### src/hdl/owbm_pkg.sv
// Shared types and constants for the single-wire bus master.
`default_nettype none
package owbm_pkg;

   typedef enum logic [2:0] {
      PH_IDLE  = 3'd0,
      PH_RLOW  = 3'd1,
      PH_RWAIT = 3'd2,
      PH_RTAIL = 3'd3,
      PH_SLOW  = 3'd4,
      PH_SMID  = 3'd5,
      PH_STAIL = 3'd6
   } phase_type;

   localparam logic [1:0] OP_RESET = 2'd0;
   localparam logic [1:0] OP_WRITE = 2'd1;
   localparam logic [1:0] OP_READ  = 2'd2;

   localparam logic [2:0] REG_RESET_LOW     = 3'd0;
   localparam logic [2:0] REG_PRESENCE_WAIT = 3'd1;
   localparam logic [2:0] REG_RESET_TAIL    = 3'd2;
   localparam logic [2:0] REG_SLOT_LOW      = 3'd3;
   localparam logic [2:0] REG_WRITE_HOLD    = 3'd4;
   localparam logic [2:0] REG_READ_SAMPLE   = 3'd5;
   localparam logic [2:0] REG_READ_TAIL     = 3'd6;
   localparam logic [2:0] REG_WRITE_TAIL    = 3'd7;

   localparam int unsigned TICK_W = 10;

   typedef struct packed {
      logic       drive_low;
      logic       busy_res;
      logic       done_res;
      logic [7:0] rx_byte;
      logic       presence;
   } rsp_type;

endpackage
`default_nettype wire

### src/hdl/one_wire_bus_master.sv
// Single-wire bus master: reset/presence, byte write and byte read, one tick per transfer.
//
// Usage: every transfer on the req_ channel is one timing tick. It carries a
// command request (req_start_req, req_cmd: 0 reset, 1 write, 2 read), the byte
// to write and the sensed bus level. Each accepted tick yields exactly one
// transfer on the rsp_ channel with the bus drive, busy, a one-tick done
// pulse, the receive shift register and the presence flag after that tick.
// Commands are taken only while idle; code three and requests while busy are
// ignored. Tick timings come from eight csr_ registers (the user must write them
// only while idle; the block does not enforce it; csr_ready is always high).
// A tick's result is registered before rsp_ (via the skid register while rsp_stall holds).
// Throughput: one tick per cycle while req_stall is low; the state update of
// a tick is a single counter increment and compare against the selected timing register.
// A two-entry output stage (result register plus skid register) lets the
// block take a tick while a result waits; req_stall rises only when both are
// full and rsp_stall holds the oldest result.
// Reset (synchronous) returns the bus to idle, clears the shift registers and
// presence, loads the default timings and empties the output stage.
`default_nettype none
module one_wire_bus_master (
   input  wire logic       clock,
   input  wire logic       reset,
   input  wire logic       req_valid,
   output      logic       req_stall,
   input  wire logic       req_start_req,
   input  wire logic [1:0] req_cmd,
   input  wire logic [7:0] req_tx_byte,
   input  wire logic       req_line_level,
   output      logic       rsp_valid,
   input  wire logic       rsp_stall,
   output      logic       rsp_drive_low,
   output      logic       rsp_busy_res,
   output      logic       rsp_done_res,
   output      logic [7:0] rsp_rx_byte,
   output      logic       rsp_presence,
   input  wire logic       csr_valid,
   output      logic       csr_ready,
   input  wire logic [2:0] csr_index,
   input  wire logic [9:0] csr_data
);

   localparam int unsigned TW = owbm_pkg::TICK_W;

   // timing registers
   logic [TW-1:0] reset_low_ff, reset_tail_ff;
   logic [7:0]    presence_wait_ff, write_hold_ff, read_sample_ff;
   logic [7:0]    read_tail_ff, write_tail_ff;
   logic [3:0]    slot_low_ff;

   // protocol state
   owbm_pkg::phase_type phase_ff, phase_in;
   logic [TW-1:0] tick_ff, tick_in;
   logic [2:0]    bit_idx_ff, bit_idx_in;
   logic [7:0]    tx_shift_ff, tx_shift_in;
   logic [7:0]    rx_shift_ff, rx_shift_in;
   logic          presence_ff, presence_in;
   logic [1:0]    op_ff, op_in;
   logic          done_in;

   // output stage
   owbm_pkg::rsp_type res, out_ff, skid_ff;
   logic          out_valid_ff, skid_valid_ff;

   logic          accept, take, csr_write;
   logic [TW-1:0] tick_inc, phase_len;
   logic [7:0]    tail_len;

   assign csr_ready = 1'b1;
   assign csr_write = csr_valid && csr_ready;
   assign req_stall = skid_valid_ff;
   assign accept    = req_valid && !req_stall;
   assign take      = out_valid_ff && !rsp_stall;

   always_ff @(posedge clock) begin
      if (reset) begin
         reset_low_ff     <= TW'(48);
         presence_wait_ff <= 8'd6;
         reset_tail_ff    <= TW'(41);
         slot_low_ff      <= 4'd1;
         write_hold_ff    <= 8'd6;
         read_sample_ff   <= 8'd2;
         read_tail_ff     <= 8'd1;
         write_tail_ff    <= 8'd1;
      end else if (csr_write) begin
         unique case (csr_index)
            owbm_pkg::REG_RESET_LOW:     reset_low_ff     <= csr_data;
            owbm_pkg::REG_PRESENCE_WAIT: presence_wait_ff <= csr_data[7:0];
            owbm_pkg::REG_RESET_TAIL:    reset_tail_ff    <= csr_data;
            owbm_pkg::REG_SLOT_LOW:      slot_low_ff      <= csr_data[3:0];
            owbm_pkg::REG_WRITE_HOLD:    write_hold_ff    <= csr_data[7:0];
            owbm_pkg::REG_READ_SAMPLE:   read_sample_ff   <= csr_data[7:0];
            owbm_pkg::REG_READ_TAIL:     read_tail_ff     <= csr_data[7:0];
            owbm_pkg::REG_WRITE_TAIL:    write_tail_ff    <= csr_data[7:0];
            default: ;
         endcase
      end
   end

   assign tick_inc = tick_ff + TW'(1);
   assign tail_len = (op_ff == owbm_pkg::OP_WRITE) ? write_tail_ff : read_tail_ff;

   always_comb begin
      unique case (phase_ff)
         owbm_pkg::PH_RLOW:  phase_len = reset_low_ff;
         owbm_pkg::PH_RWAIT: phase_len = TW'(presence_wait_ff);
         owbm_pkg::PH_RTAIL: phase_len = reset_tail_ff;
         owbm_pkg::PH_SLOW:  phase_len = TW'(slot_low_ff);
         owbm_pkg::PH_SMID:  phase_len = (op_ff == owbm_pkg::OP_WRITE) ?
                                         TW'(write_hold_ff) : TW'(read_sample_ff);
         owbm_pkg::PH_STAIL: phase_len = TW'(tail_len);
         default:            phase_len = TW'(1);
      endcase
   end

   // next state for one tick
   always_comb begin
      phase_in    = phase_ff;
      tick_in     = tick_ff;
      bit_idx_in  = bit_idx_ff;
      tx_shift_in = tx_shift_ff;
      rx_shift_in = rx_shift_ff;
      presence_in = presence_ff;
      op_in       = op_ff;
      done_in     = 1'b0;
      if (phase_ff == owbm_pkg::PH_IDLE) begin
         if (req_start_req && req_cmd <= owbm_pkg::OP_READ) begin
            op_in   = req_cmd;
            tick_in = '0;
            if (req_cmd == owbm_pkg::OP_RESET) begin
               phase_in = owbm_pkg::PH_RLOW;
            end else begin
               bit_idx_in = '0;
               if (req_cmd == owbm_pkg::OP_WRITE) begin
                  tx_shift_in = req_tx_byte;
               end
               phase_in = owbm_pkg::PH_SLOW;
            end
         end
      end else begin
         tick_in = tick_inc;
         if (tick_inc >= phase_len) begin
            tick_in = '0;
            unique case (phase_ff)
               owbm_pkg::PH_RLOW: begin
                  phase_in = owbm_pkg::PH_RWAIT;
               end
               owbm_pkg::PH_RWAIT: begin
                  presence_in = !req_line_level;
                  phase_in    = owbm_pkg::PH_RTAIL;
               end
               owbm_pkg::PH_RTAIL: begin
                  phase_in = owbm_pkg::PH_IDLE;
                  done_in  = 1'b1;
               end
               owbm_pkg::PH_SLOW: begin
                  phase_in = owbm_pkg::PH_SMID;
               end
               owbm_pkg::PH_SMID, owbm_pkg::PH_STAIL: begin
                  if (phase_ff == owbm_pkg::PH_SMID) begin
                     if (op_ff == owbm_pkg::OP_WRITE) begin
                        tx_shift_in = {1'b0, tx_shift_ff[7:1]};
                     end else begin
                        rx_shift_in[bit_idx_ff] = req_line_level;
                     end
                  end
                  if (phase_ff == owbm_pkg::PH_SMID && tail_len != 8'd0) begin
                     phase_in = owbm_pkg::PH_STAIL;
                  end else if (bit_idx_ff == 3'd7) begin
                     phase_in = owbm_pkg::PH_IDLE;
                     done_in  = 1'b1;
                  end else begin
                     bit_idx_in = bit_idx_ff + 3'd1;
                     phase_in   = owbm_pkg::PH_SLOW;
                  end
               end
               default: begin
                  phase_in = owbm_pkg::PH_IDLE;
               end
            endcase
         end
      end
   end

   // result of the tick, from the updated state
   always_comb begin
      res.drive_low = (phase_in == owbm_pkg::PH_RLOW) || (phase_in == owbm_pkg::PH_SLOW) ||
                      (phase_in == owbm_pkg::PH_SMID && op_in == owbm_pkg::OP_WRITE &&
                       !tx_shift_in[0]);
      res.busy_res  = (phase_in != owbm_pkg::PH_IDLE);
      res.done_res  = done_in;
      res.rx_byte   = rx_shift_in;
      res.presence  = presence_in;
   end

   always_ff @(posedge clock) begin
      if (reset) begin
         phase_ff    <= owbm_pkg::PH_IDLE;
         tick_ff     <= '0;
         bit_idx_ff  <= '0;
         tx_shift_ff <= '0;
         rx_shift_ff <= '0;
         presence_ff <= 1'b0;
         op_ff       <= owbm_pkg::OP_RESET;
      end else if (accept) begin
         phase_ff    <= phase_in;
         tick_ff     <= tick_in;
         bit_idx_ff  <= bit_idx_in;
         tx_shift_ff <= tx_shift_in;
         rx_shift_ff <= rx_shift_in;
         presence_ff <= presence_in;
         op_ff       <= op_in;
      end
   end

   // result register with skid stage
   always_ff @(posedge clock) begin
      if (reset) begin
         out_valid_ff  <= 1'b0;
         skid_valid_ff <= 1'b0;
      end else if (skid_valid_ff) begin
         if (take) begin
            out_valid_ff  <= 1'b1;
            skid_valid_ff <= 1'b0;
         end
      end else if (!out_valid_ff || take) begin
         out_valid_ff <= accept;
      end else if (accept) begin
         skid_valid_ff <= 1'b1;
      end
   end

   always_ff @(posedge clock) begin
      if (skid_valid_ff) begin
         if (take) begin
            out_ff <= skid_ff;
         end
      end else if (!out_valid_ff || take) begin
         if (accept) begin
            out_ff <= res;
         end
      end else if (accept) begin
         skid_ff <= res;
      end
   end

   assign rsp_valid     = out_valid_ff;
   assign rsp_drive_low = out_ff.drive_low;
   assign rsp_busy_res  = out_ff.busy_res;
   assign rsp_done_res  = out_ff.done_res;
   assign rsp_rx_byte   = out_ff.rx_byte;
   assign rsp_presence  = out_ff.presence;

endmodule
`default_nettype wire
### config.mk
export PLATFORM = sky130hd
export DESIGN_NAME = one_wire_bus_master
export DESIGN_NICKNAME = d
export VERILOG_FILES = /design/src/hdl/owbm_pkg.sv /design/src/hdl/one_wire_bus_master.sv
export SDC_FILE = /design/constraint.sdc
export NUM_CORES = 1
export LEC_CHECK = 0
export BUFFER_PORTS_ARGS = -buffer_cell sky130_fd_sc_hd__buf_2
export CORE_ASPECT_RATIO = 2
export CORE_MARGIN = 5
export CORE_UTILIZATION = 57
export DETAILED_ROUTE_END_ITERATION = 12
export GPL_ROUTABILITY_DRIVEN = 1
export GPL_TIMING_DRIVEN = 0
export PLACE_DENSITY = 0.77
export SETUP_SLACK_MARGIN = 0.3
export SYNTH_ARGS = -nofsm -noshare
export SYNTH_HDL_FRONTEND = slang
export SYNTH_SLANG_ARGS = --single-unit
### constraint.sdc
create_clock -name clock -period 4.5 [get_ports clock]
set_clock_uncertainty 0.15 [all_clocks]
set_input_delay 0.225 -clock clock [delete_from_list [all_inputs] [get_ports clock]]
set_output_delay 0.225 -clock clock [all_outputs]
set_load 0.01 [all_outputs]
# Word-level counts from Yosys, hierarchy flattened
# Cells that the tools add are included.
[word_totals]
register_bits = 125
input_bits = 30
out_inout_bits = 15
elab_cells = 160
[op_classes]
addsub = 2
n_lt_le_gt_ge = 4
eq_ne = 26
muxes = 57
bitwise_logic = 2
n_reduce_logical = 41
[op_table]
columns = ["op", "n"]
rows = [
  ["$mux W8", 15],
  ["$pmux W10 S6", 1],
  ["$mux W12", 4],
  ["$mux W3", 13],
  ["$eq A3 B3 Y1 const B", 10],
  ["$mux W10", 3],
  ["$reduce_and A2 Y1", 10],
  ["$mux W1", 15],
  ["$eq A3 B2 Y1 const B", 4],
  ["$pmux W3 S4", 1],
  ["$reduce_bool A2 Y1", 6],
  ["$add A10 B1 Y10 const B", 1],
  ["$ge A10 B10 Y1", 1],
  ["$eq A3 B1 Y1 const B", 3],
  ["$bwmux W8", 1],
  ["$reduce_and A8 Y1", 1],
  ["$reduce_bool A8 Y1", 1],
  ["$logic_and A1 B1 Y1", 7],
  ["$reduce_and A7 Y1", 1],
  ["$eq A2 B1 Y1 const B", 3],
  ["$logic_not A3 Y1", 2],
  ["$ne A2 B1 Y1 const B", 3],
  ["$ne A2 B2 Y1 const B", 3],
  ["$reduce_and A3 Y1", 2],
  ["other kinds (13)", 21],
]

# Longest topological paths before layout
# Gate-level depths: netlist (run 1).
[logic_depth]
ltp_word = 15
mapped_depth = 19
ltp_nobuf = 14

# Least setup slack after synthesis (run 1)
# No wires, ideal clock.
[synth_timing]
kind = "register -> register"
from = "register op_ff[1]"
to = "register out_ff (netlist bit rsp_rx_byte[2]) (data pin)"
setup_time_ns = 0.260
t_arrival_ns = 3.485
t_required_ns = 4.090
setup_slack_ns = 0.605
path_stages_with_launch = 17
n_path_buf = 3
period_less_slack_ns = 3.895
cell_sequence = "dfxtp_1 > nand2b_1 > clkbuf_1 > buf_2 > buf_2 > mux2i_1 > nand2_1 > o211ai_1 > o21ai_0 > o21ai_0 > ha_1 > a41oi_1 > a211oi_4 > nor2_2 > nor4_1 > mux2_2 > mux2_2"
[synth_rtl]
columns = ["item", "line_no", "source"]
rows = [
  ["start, declared", "one_wire_bus_master.sv:57", "logic [1:0] op_ff, op_in;"],
  ["start signal, assigned", "one_wire_bus_master.sv:203", "op_ff <= owbm_pkg::OP_RESET;"],
  ["start signal, assigned", "one_wire_bus_master.sv:211", "op_ff <= op_in;"],
  ["end signal, assigned", "one_wire_bus_master.sv:235", "out_ff <= skid_ff;"],
  ["end signal, assigned", "one_wire_bus_master.sv:239", "out_ff <= res;"],
  ["end, declared", "one_wire_bus_master.sv:61", "owbm_pkg::rsp_type res, out_ff, skid_ff;"],
]

==> reports/metrics.cfg, run 1 <==
[drt]
antenna_left=0
routed_wirelength_mm=17.48
vias=5638
drc=0
firstDrtPassIters=5
viasPerCell=5.979
drt_iter0_drc=279
wire_per_inst_um=18.54

[critical_path]
critPathKind=reg -> reg
endpoint_kind=flip-flop
crit_path_max_fanout=10
cp.arrival_ns=4.10
worstRegToRegCells=15
required_ns=4.52
startpoint_type=flip-flop

[clock_network]
cts.path.max_buffers=2
cts_tree=built
cts-root-buf=clkbuf_16
clkSlewWorstSetupHoldPaths_ns=0.05
clk_latency_ns=0.42
cts.sinks=125
cts.htree.levels=4
numCtsBuffers=17

[timing]
worst_pin_slew_ns=1.260
fin_ws_ns=0.4192
rsz0062_at_grt=true
post-route-period-util=0.9068
max_slew_margin=0.1538
min_period_ns=4.081
slew_viol_final=0
setup_viol=0
hold_violations=0
fmax_mhz=245.0

[layout]
antenna_cells=0
final_nets=833
fin_cells=943
drive_gt1_frac=0.1756
area_delta_synth_final_pct=19.57

[global_routing]
grt_pass1_wl_mm=28.21
grt_pass1_vias=5831
grt_overflow=0
antenna_found_initial=0
grtUsageTotal=0.2730
grt_start_max_net_pins=17

[yosys]
yosysTopAreaCell=dfxtp_1
synth_top_area_share=0.3248
synthTopCellsByArea=dfxtp_1, edfxtp_1, nand2_1, a21oi_1, mux2i_1
synth_flop_cell=dfxtp_1
synthTopCellsByCount=nand2_1, dfxtp_1, a21oi_1, nor2_1, clkbuf_1
synth_warnings=0
netlist_area_um2=6226
synth_seq_cells=125
synth_most_common_cell=nand2_1
avgSynthCellArea_um2=8.623
syn_nets=765
yosysSeqAreaShare=0.4405
synth.distinct_cells=61
async_reset_ff_frac=0
syn_inst=722
synth_edf_count=24

[die]
die_h_um=157.8
num_rows=54
die-width_um=83.90
core_um2=10810
die_area_um2=13240
start_util=0.5759
io_pins=45

[outcome]
status=finished clean

[place]
place.gp.congestion=0.9783
dpl_worst_slack_ns=-0.4526
place_hpwl_mm=12.72
dp.cells=897
portBuffers=35

[job]
cap_violations=0

[power]
leakage_uw=0.002881
peakVddDrop_v=0.0003202
power.density_nw_per_um2=406.2

[min_path]
hold_path_class=in -> reg
hold_depth=3

==> cell families after synthesis <==
family / share of synthesized area
AOI/OAI and AO/OA: 0.1507
xor gates and xnor gates: 0.01969
adders and majority gates: 0.02613
buffers and inverters: 0.03296
DFF: 0.4405
muxes: 0.09365
other: 0.0006023
and+or+nand+nor: 0.2357
==> report_power, final <==
part           internal (µW)  switching (µW)  leakage [µW]
sequential              1180            23.7       0.00105
combinational            153             267       0.00152
clock                    905             491      0.000302
==> per-layer routing <==
layer  track usage  routed length, µm
met1        0.2500               5522
met4        0.2301               1428
met2        0.5104               9593
met3       0.05052                937
met5             0                  0
==> what timing repair did <==
| action | 4_1_cts | 5_1_grt |
|---|---|---|
| hold buffers | 8 | 0 |
| resized for setup | 15 | 28 |
| setup buffers | 3 | 3 |
| endpoints found under the setup margin | 48 | 15 |
| hold endpoints to repair | 13 | 0 |
| pin swaps | 1 | 2 |
==> layout by cell type (no fill, tap or decap), types with 6 or more instances in the layout <==
| master | n |
|---|---|
| a211oi_1 | 13 |
| a21oi_1 | 65 |
| a22oi_1 | 12 |
| and3_1 | 7 |
| buf_2 | 38 |
| buf_4 | 9 |
| clkbuf_1 | 26 |
| clkbuf_16 | 19 |
| dfxtp_1 | 100 |
| dlygate4sd3_1 | 8 |
| edfxtp_1 | 24 |
| ha_1 | 13 |
| inv_1 | 8 |
| mux2_2 | 22 |
| mux2i_1 | 26 |
| nand2_1 | 152 |
| nand2b_1 | 10 |
| nand3_1 | 20 |
| nand3b_1 | 7 |
| nor2_1 | 63 |
| nor2b_1 | 11 |
| nor3_1 | 16 |
| o211ai_1 | 6 |
| o21ai_0 | 14 |
| xnor2_1 | 6 |
| xor2_1 | 8 |
==> layout make-up <==
| cell class | instances | area, µm² |
|---|---|---|
| Multi-Input combinational cell | 547 | 3366 |
| Clock inverter | 10 | 106.4 |
| Timing Repair Buffer | 49 | 300.3 |
| Clock buffer | 22 | 506.7 |
| Fill cell | 872 | 3366 |
| Inverter | 8 | 30.03 |
| Tap cell | 140 | 175.2 |
| Buffer | 42 | 216.5 |
| Sequential cell | 125 | 2744 |
==> final timing paths <==
kind | startpoint | to | slack, ns
max | phase_ff[1]$_SDFFE_PP0P_ | rsp_rx_byte[4]$_DFFE_PP_ | 0.42
min reg2reg | reset_tail_ff[7]$_SDFFE_PP0P_ | reset_tail_ff[7]$_SDFFE_PP0P_ | 0.31
max reg2reg | phase_ff[1]$_SDFFE_PP0P_ | rsp_rx_byte[4]$_DFFE_PP_ | 0.42
min | csr_data[4] | reset_tail_ff[4]$_SDFFE_PP0P_ | 0.009
==> critical path: stages (launching register included) <==
cell and delay, ns:
dfxtp_1 0.31, buf_2 0.17, nor2b_1 0.14, clkbuf_2 0.20, and2_1 0.23, a221oi_1 0.24
a21oi_1 0.09, or3_1 0.38, ha_1 0.28, o21ai_1 0.12, a211oi_4 0.24, buf_4 0.17
nor2_2 0.09, nor4_2 0.37, mux2_2 0.39, mux2_2 0.26
==> sequential cells by signal (all words and copies together) (netlist names), 10 cells and up <==
name and count:
skid_ff 12, tick_ff 10, reset_low_ff 10, reset_tail_ff 10
==> through the flow <==
stage	utilization	setup TNS, ns	hold slack [ns]	instance area (µm²)	power (µW)
3_3_place_gp	0.6083	-0.8692	0.2908	6576	1591
2_1_floorplan	-	0	0.1960	6226	1483
4_1_cts	0.6801	0	0.002721	7352	3017
3_5_place_dp	0.6083	-1.535	0.2972	6576	1602
6_report	0.6887	0	0.008699	7445	3024
5_1_grt	0.6887	0	0.01013	7445	3125
Note: power is estimated with default switching activity, not from simulation.
==> inputs of run 2 (changes only) <==
--- a/config.mk
+++ b/config.mk
@@ -8,11 +8,11 @@
 export BUFFER_PORTS_ARGS = -buffer_cell sky130_fd_sc_hd__buf_2
 export CORE_ASPECT_RATIO = 2
 export CORE_MARGIN = 5
-export CORE_UTILIZATION = 57
+export CORE_UTILIZATION = 45
 export DETAILED_ROUTE_END_ITERATION = 12
 export GPL_ROUTABILITY_DRIVEN = 1
 export GPL_TIMING_DRIVEN = 0
-export PLACE_DENSITY = 0.77
+export PLACE_DENSITY = 0.63
 export SETUP_SLACK_MARGIN = 0.3
 export SYNTH_ARGS = -nofsm -noshare
 export SYNTH_HDL_FRONTEND = slang
==> run 2 against run 1 <==
  * Register-to-register slack better by 0.03 ns
  * Sequential share of layout area is 0.12 points lower
  * Sequential power hardly changed
  * Worst hold slack improved by 0.0032 ns
  * Via count fell by 2.3%
  * Largest cell class unchanged
  * Worst setup slack improved by 0.028 ns
  * Non-clock buffer count is the same
  * Combinational power barely moved
  * Highest routed layer unchanged
  * Fmax up 0.70%
==> reports/metrics.cfg, run 2 (synthesis results as in run 1) <==
[outcome]
status=finished clean

[clock_network]
cts-root-buf=clkbuf_16
cts_tree=built
clk_latency_ns=0.42  ; about the same
cts.path.max_buffers=2  ; unchanged
numCtsBuffers=17  ; unchanged
cts.htree.levels=4  ; unchanged
cts.sinks=125  ; unchanged
clkSlewWorstSetupHoldPaths_ns=0.06  ; about the same

[global_routing]
grt_overflow=0  ; unchanged
antenna_found_initial=0  ; unchanged
grtUsageTotal=0.2222  ; -0.05083
grt_start_max_net_pins=17  ; unchanged
grt_pass1_wl_mm=27.97  ; -0.86%
grt_pass1_vias=5559  ; -4.7%

[critical_path]
endpoint_kind=flip-flop
path_depth=15  ; unchanged
reg2reg_slack_ns=0.45  ; +0.03 ns
critical-path-max-stage-delay_ns=0.39  ; about the same
startpoint_type=flip-flop
critPathKind=reg -> reg
cp_num_buf_inv=4  ; +1
cp.arrival_ns=4.08  ; -0.02 ns
path_cells=buf_2 > clkbuf_4 > clkbuf_4 > nand2_2 > o22ai_4 > nor2_1 > ha_1 > a21oi_1 > a211oi_2 > or3_1 > buf_6 > o2111ai_4 > nor2_1 > mux2_4 > mux2_2
critPathSlowestCell=or3_1
crit_path_start=phase_ff[2]$_SDFFE_PP0P_
required_ns=4.52  ; about the same
rr_startpoint=phase_ff[2]$_SDFFE_PP0P_
cp-endpoint=rsp_rx_byte[5]$_DFFE_PP_
worstRegToRegCells=15  ; unchanged
crit_family=buffers and inverters
crit_path_max_fanout=10  ; unchanged
r2r_end=rsp_rx_byte[5]$_DFFE_PP_

[drt]
drt_iter0_drc=245  ; -12%
vias=5506  ; -2.3%
routed-wl-met2_mm=9.528  ; -0.68%
met1_length_mm=6.453  ; +17%
antenna_left=0  ; unchanged
viasPerCell=5.747  ; -3.9%
met3RoutedLength_um=639  ; -32%
wire_per_inst_um=18.56  ; +0.10%
routed_wirelength_mm=17.78  ; +1.7%
drc=0  ; unchanged
routed.top_layer=met4
firstDrtPassIters=5  ; unchanged

[die]
core_um2=13510  ; +25%
die_area_um2=16430  ; +24%
start_util=0.4607  ; -0.1152
io_pins=45  ; unchanged
die-width_um=93.17  ; +11%
num_rows=60  ; +11%
die_h_um=176.3  ; +12%

[layout]
final_nets=833  ; unchanged
drive_gt1_frac=0.1781  ; +0.002491
top_register=skid_ff
final_cell_mix=nand2_1, dfxtp_1, a21oi_1
final_util=0.5525  ; -0.1362
fillers=1209  ; +39%
largest_register_ff_count=12  ; unchanged
area_delta_synth_final_pct=19.92
final_common_cell=nand2_1
antenna_cells=0  ; unchanged

[power]
power.density_nw_per_um2=402.5  ; -0.90%
peakVddDrop_v=0.0002881  ; -10%
clkPwrFrac=0.459  ; -0.003
seqPwrFrac=0.401  ; about the same
power_uw=3005  ; -0.61%
swShare=0.2802  ; +0.02168
leakage_uw=0.002900  ; +0.69%
p_switching_uw=842.1  ; +7.7%
intPower_uw=2163  ; -3.5%
p_comb_frac=0.140  ; about the same

[place]
place_hpwl_mm=13.27  ; +4.3%
place.gp.congestion=0.9552  ; -2.4%
portBuffers=35  ; unchanged

[timing]
fmax_mhz=246.8  ; +0.70%
worst_pin_slew_ns=1.163  ; -0.09672 ns
setup_viol=0  ; unchanged
min_period_ns=4.052  ; -0.02838 ns
max_slew_margin=0.2188  ; +0.06498
timing.hold.ws_ns=0.01186  ; +0.003164 ns
post-route-period-util=0.9005  ; -0.006308
rsz0062_at_grt=false
slew_viol_final=0  ; unchanged
hold_violations=0  ; unchanged

[job]
cap_violations=0  ; unchanged

[min_path]
hold_depth=3  ; unchanged
hold_path_class=in -> reg

-- run 2: worst min-delay path by stage --
stage / from / endpoint / slack [ns]
after floorplan: csr_data[4] / reset_low_ff[4]$_SDFFE_PP1P_ / 0.20
final: csr_data[5] / write_tail_ff[5]$_SDFFE_PP0P_ / 0.01
after detailed placement: reset_tail_ff[9]$_SDFFE_PP0P_ / reset_tail_ff[9]$_SDFFE_PP0P_ / 0.30
after global placement: reset_tail_ff[7]$_SDFFE_PP0P_ / reset_tail_ff[7]$_SDFFE_PP0P_ / 0.29
after global routing: csr_data[5] / write_tail_ff[5]$_SDFFE_PP0P_ / 0.003
after CTS: csr_data[5] / write_tail_ff[5]$_SDFFE_PP0P_ / 0.004
-- run 2: per-stage QoR --
stage | TNS (ns) | std cells | instance area [µm²] | worst slack, ns
after CTS | 0 | 954 | 7358 | 0.2751
after floorplan | 0 | 722 | 6226 | 0.6053
after detailed placement | -2.848 | 912 | 6595 | -0.4106
after global routing | 0 | 958 | 7466 | 0.3056
final | 0 | 958 | 7466 | 0.4476
after global placement | -1.513 | 912 | 6595 | -0.3786
-- run 2: layer usage --
layer  GRT usage  up-vias
li1            -     2685
met1      0.2147     2599
met2      0.4063      165
met3     0.04307       57
met4      0.1645        0
met5           0        -
-- run 2: power groups by stage --
| stage | Combinational, µW | Sequential [µW] | Clock, µW |
|---|---|---|---|
| final | 420 | 1210 | 1380 |
| after global placement | 369 | 1230 | 0 |
| after floorplan | 253 | 1230 | 0 |
| after CTS | 401 | 1210 | 1400 |
| after detailed placement | 375 | 1230 | 0 |
| after global routing | 461 | 1210 | 1450 |
-- run 2: final cells by class --
type | count | area, µm² | area share
flip-flops and latches | 125 | 2743 | 0.3674
clock buffers | 20 | 469.2 | 0.06285
well taps | 155 | 193.9 | 0.02598
inverters | 8 | 30.03 | 0.004022
clock inverters | 12 | 121.4 | 0.01626
multi-input cells | 547 | 3381 | 0.4528
plain buffers | 42 | 224.0 | 0.03000
repair buffers | 49 | 304.0 | 0.04072
-- run 2: worst register-to-register path: stages, from the launching register on --
cell and delay, ns:
dfxtp_1 0.33, buf_2 0.21, clkbuf_4 0.25, clkbuf_4 0.23
nand2_2 0.17, o22ai_4 0.22, nor2_1 0.10, ha_1 0.31
a21oi_1 0.19, a211oi_2 0.11, or3_1 0.39, buf_6 0.15
o2111ai_4 0.30, nor2_1 0.12, mux2_4 0.31, mux2_2 0.26
-- run 2: timing repair --
action                                  in CTS  in global routing
hold buffers                                 8                  0
endpoints found under the setup margin      51                 25
setup buffers                                2                  4
pin swaps                                    1                 10
gates resized for setup                     19                 29
endpoints found under the hold margin       16                  0
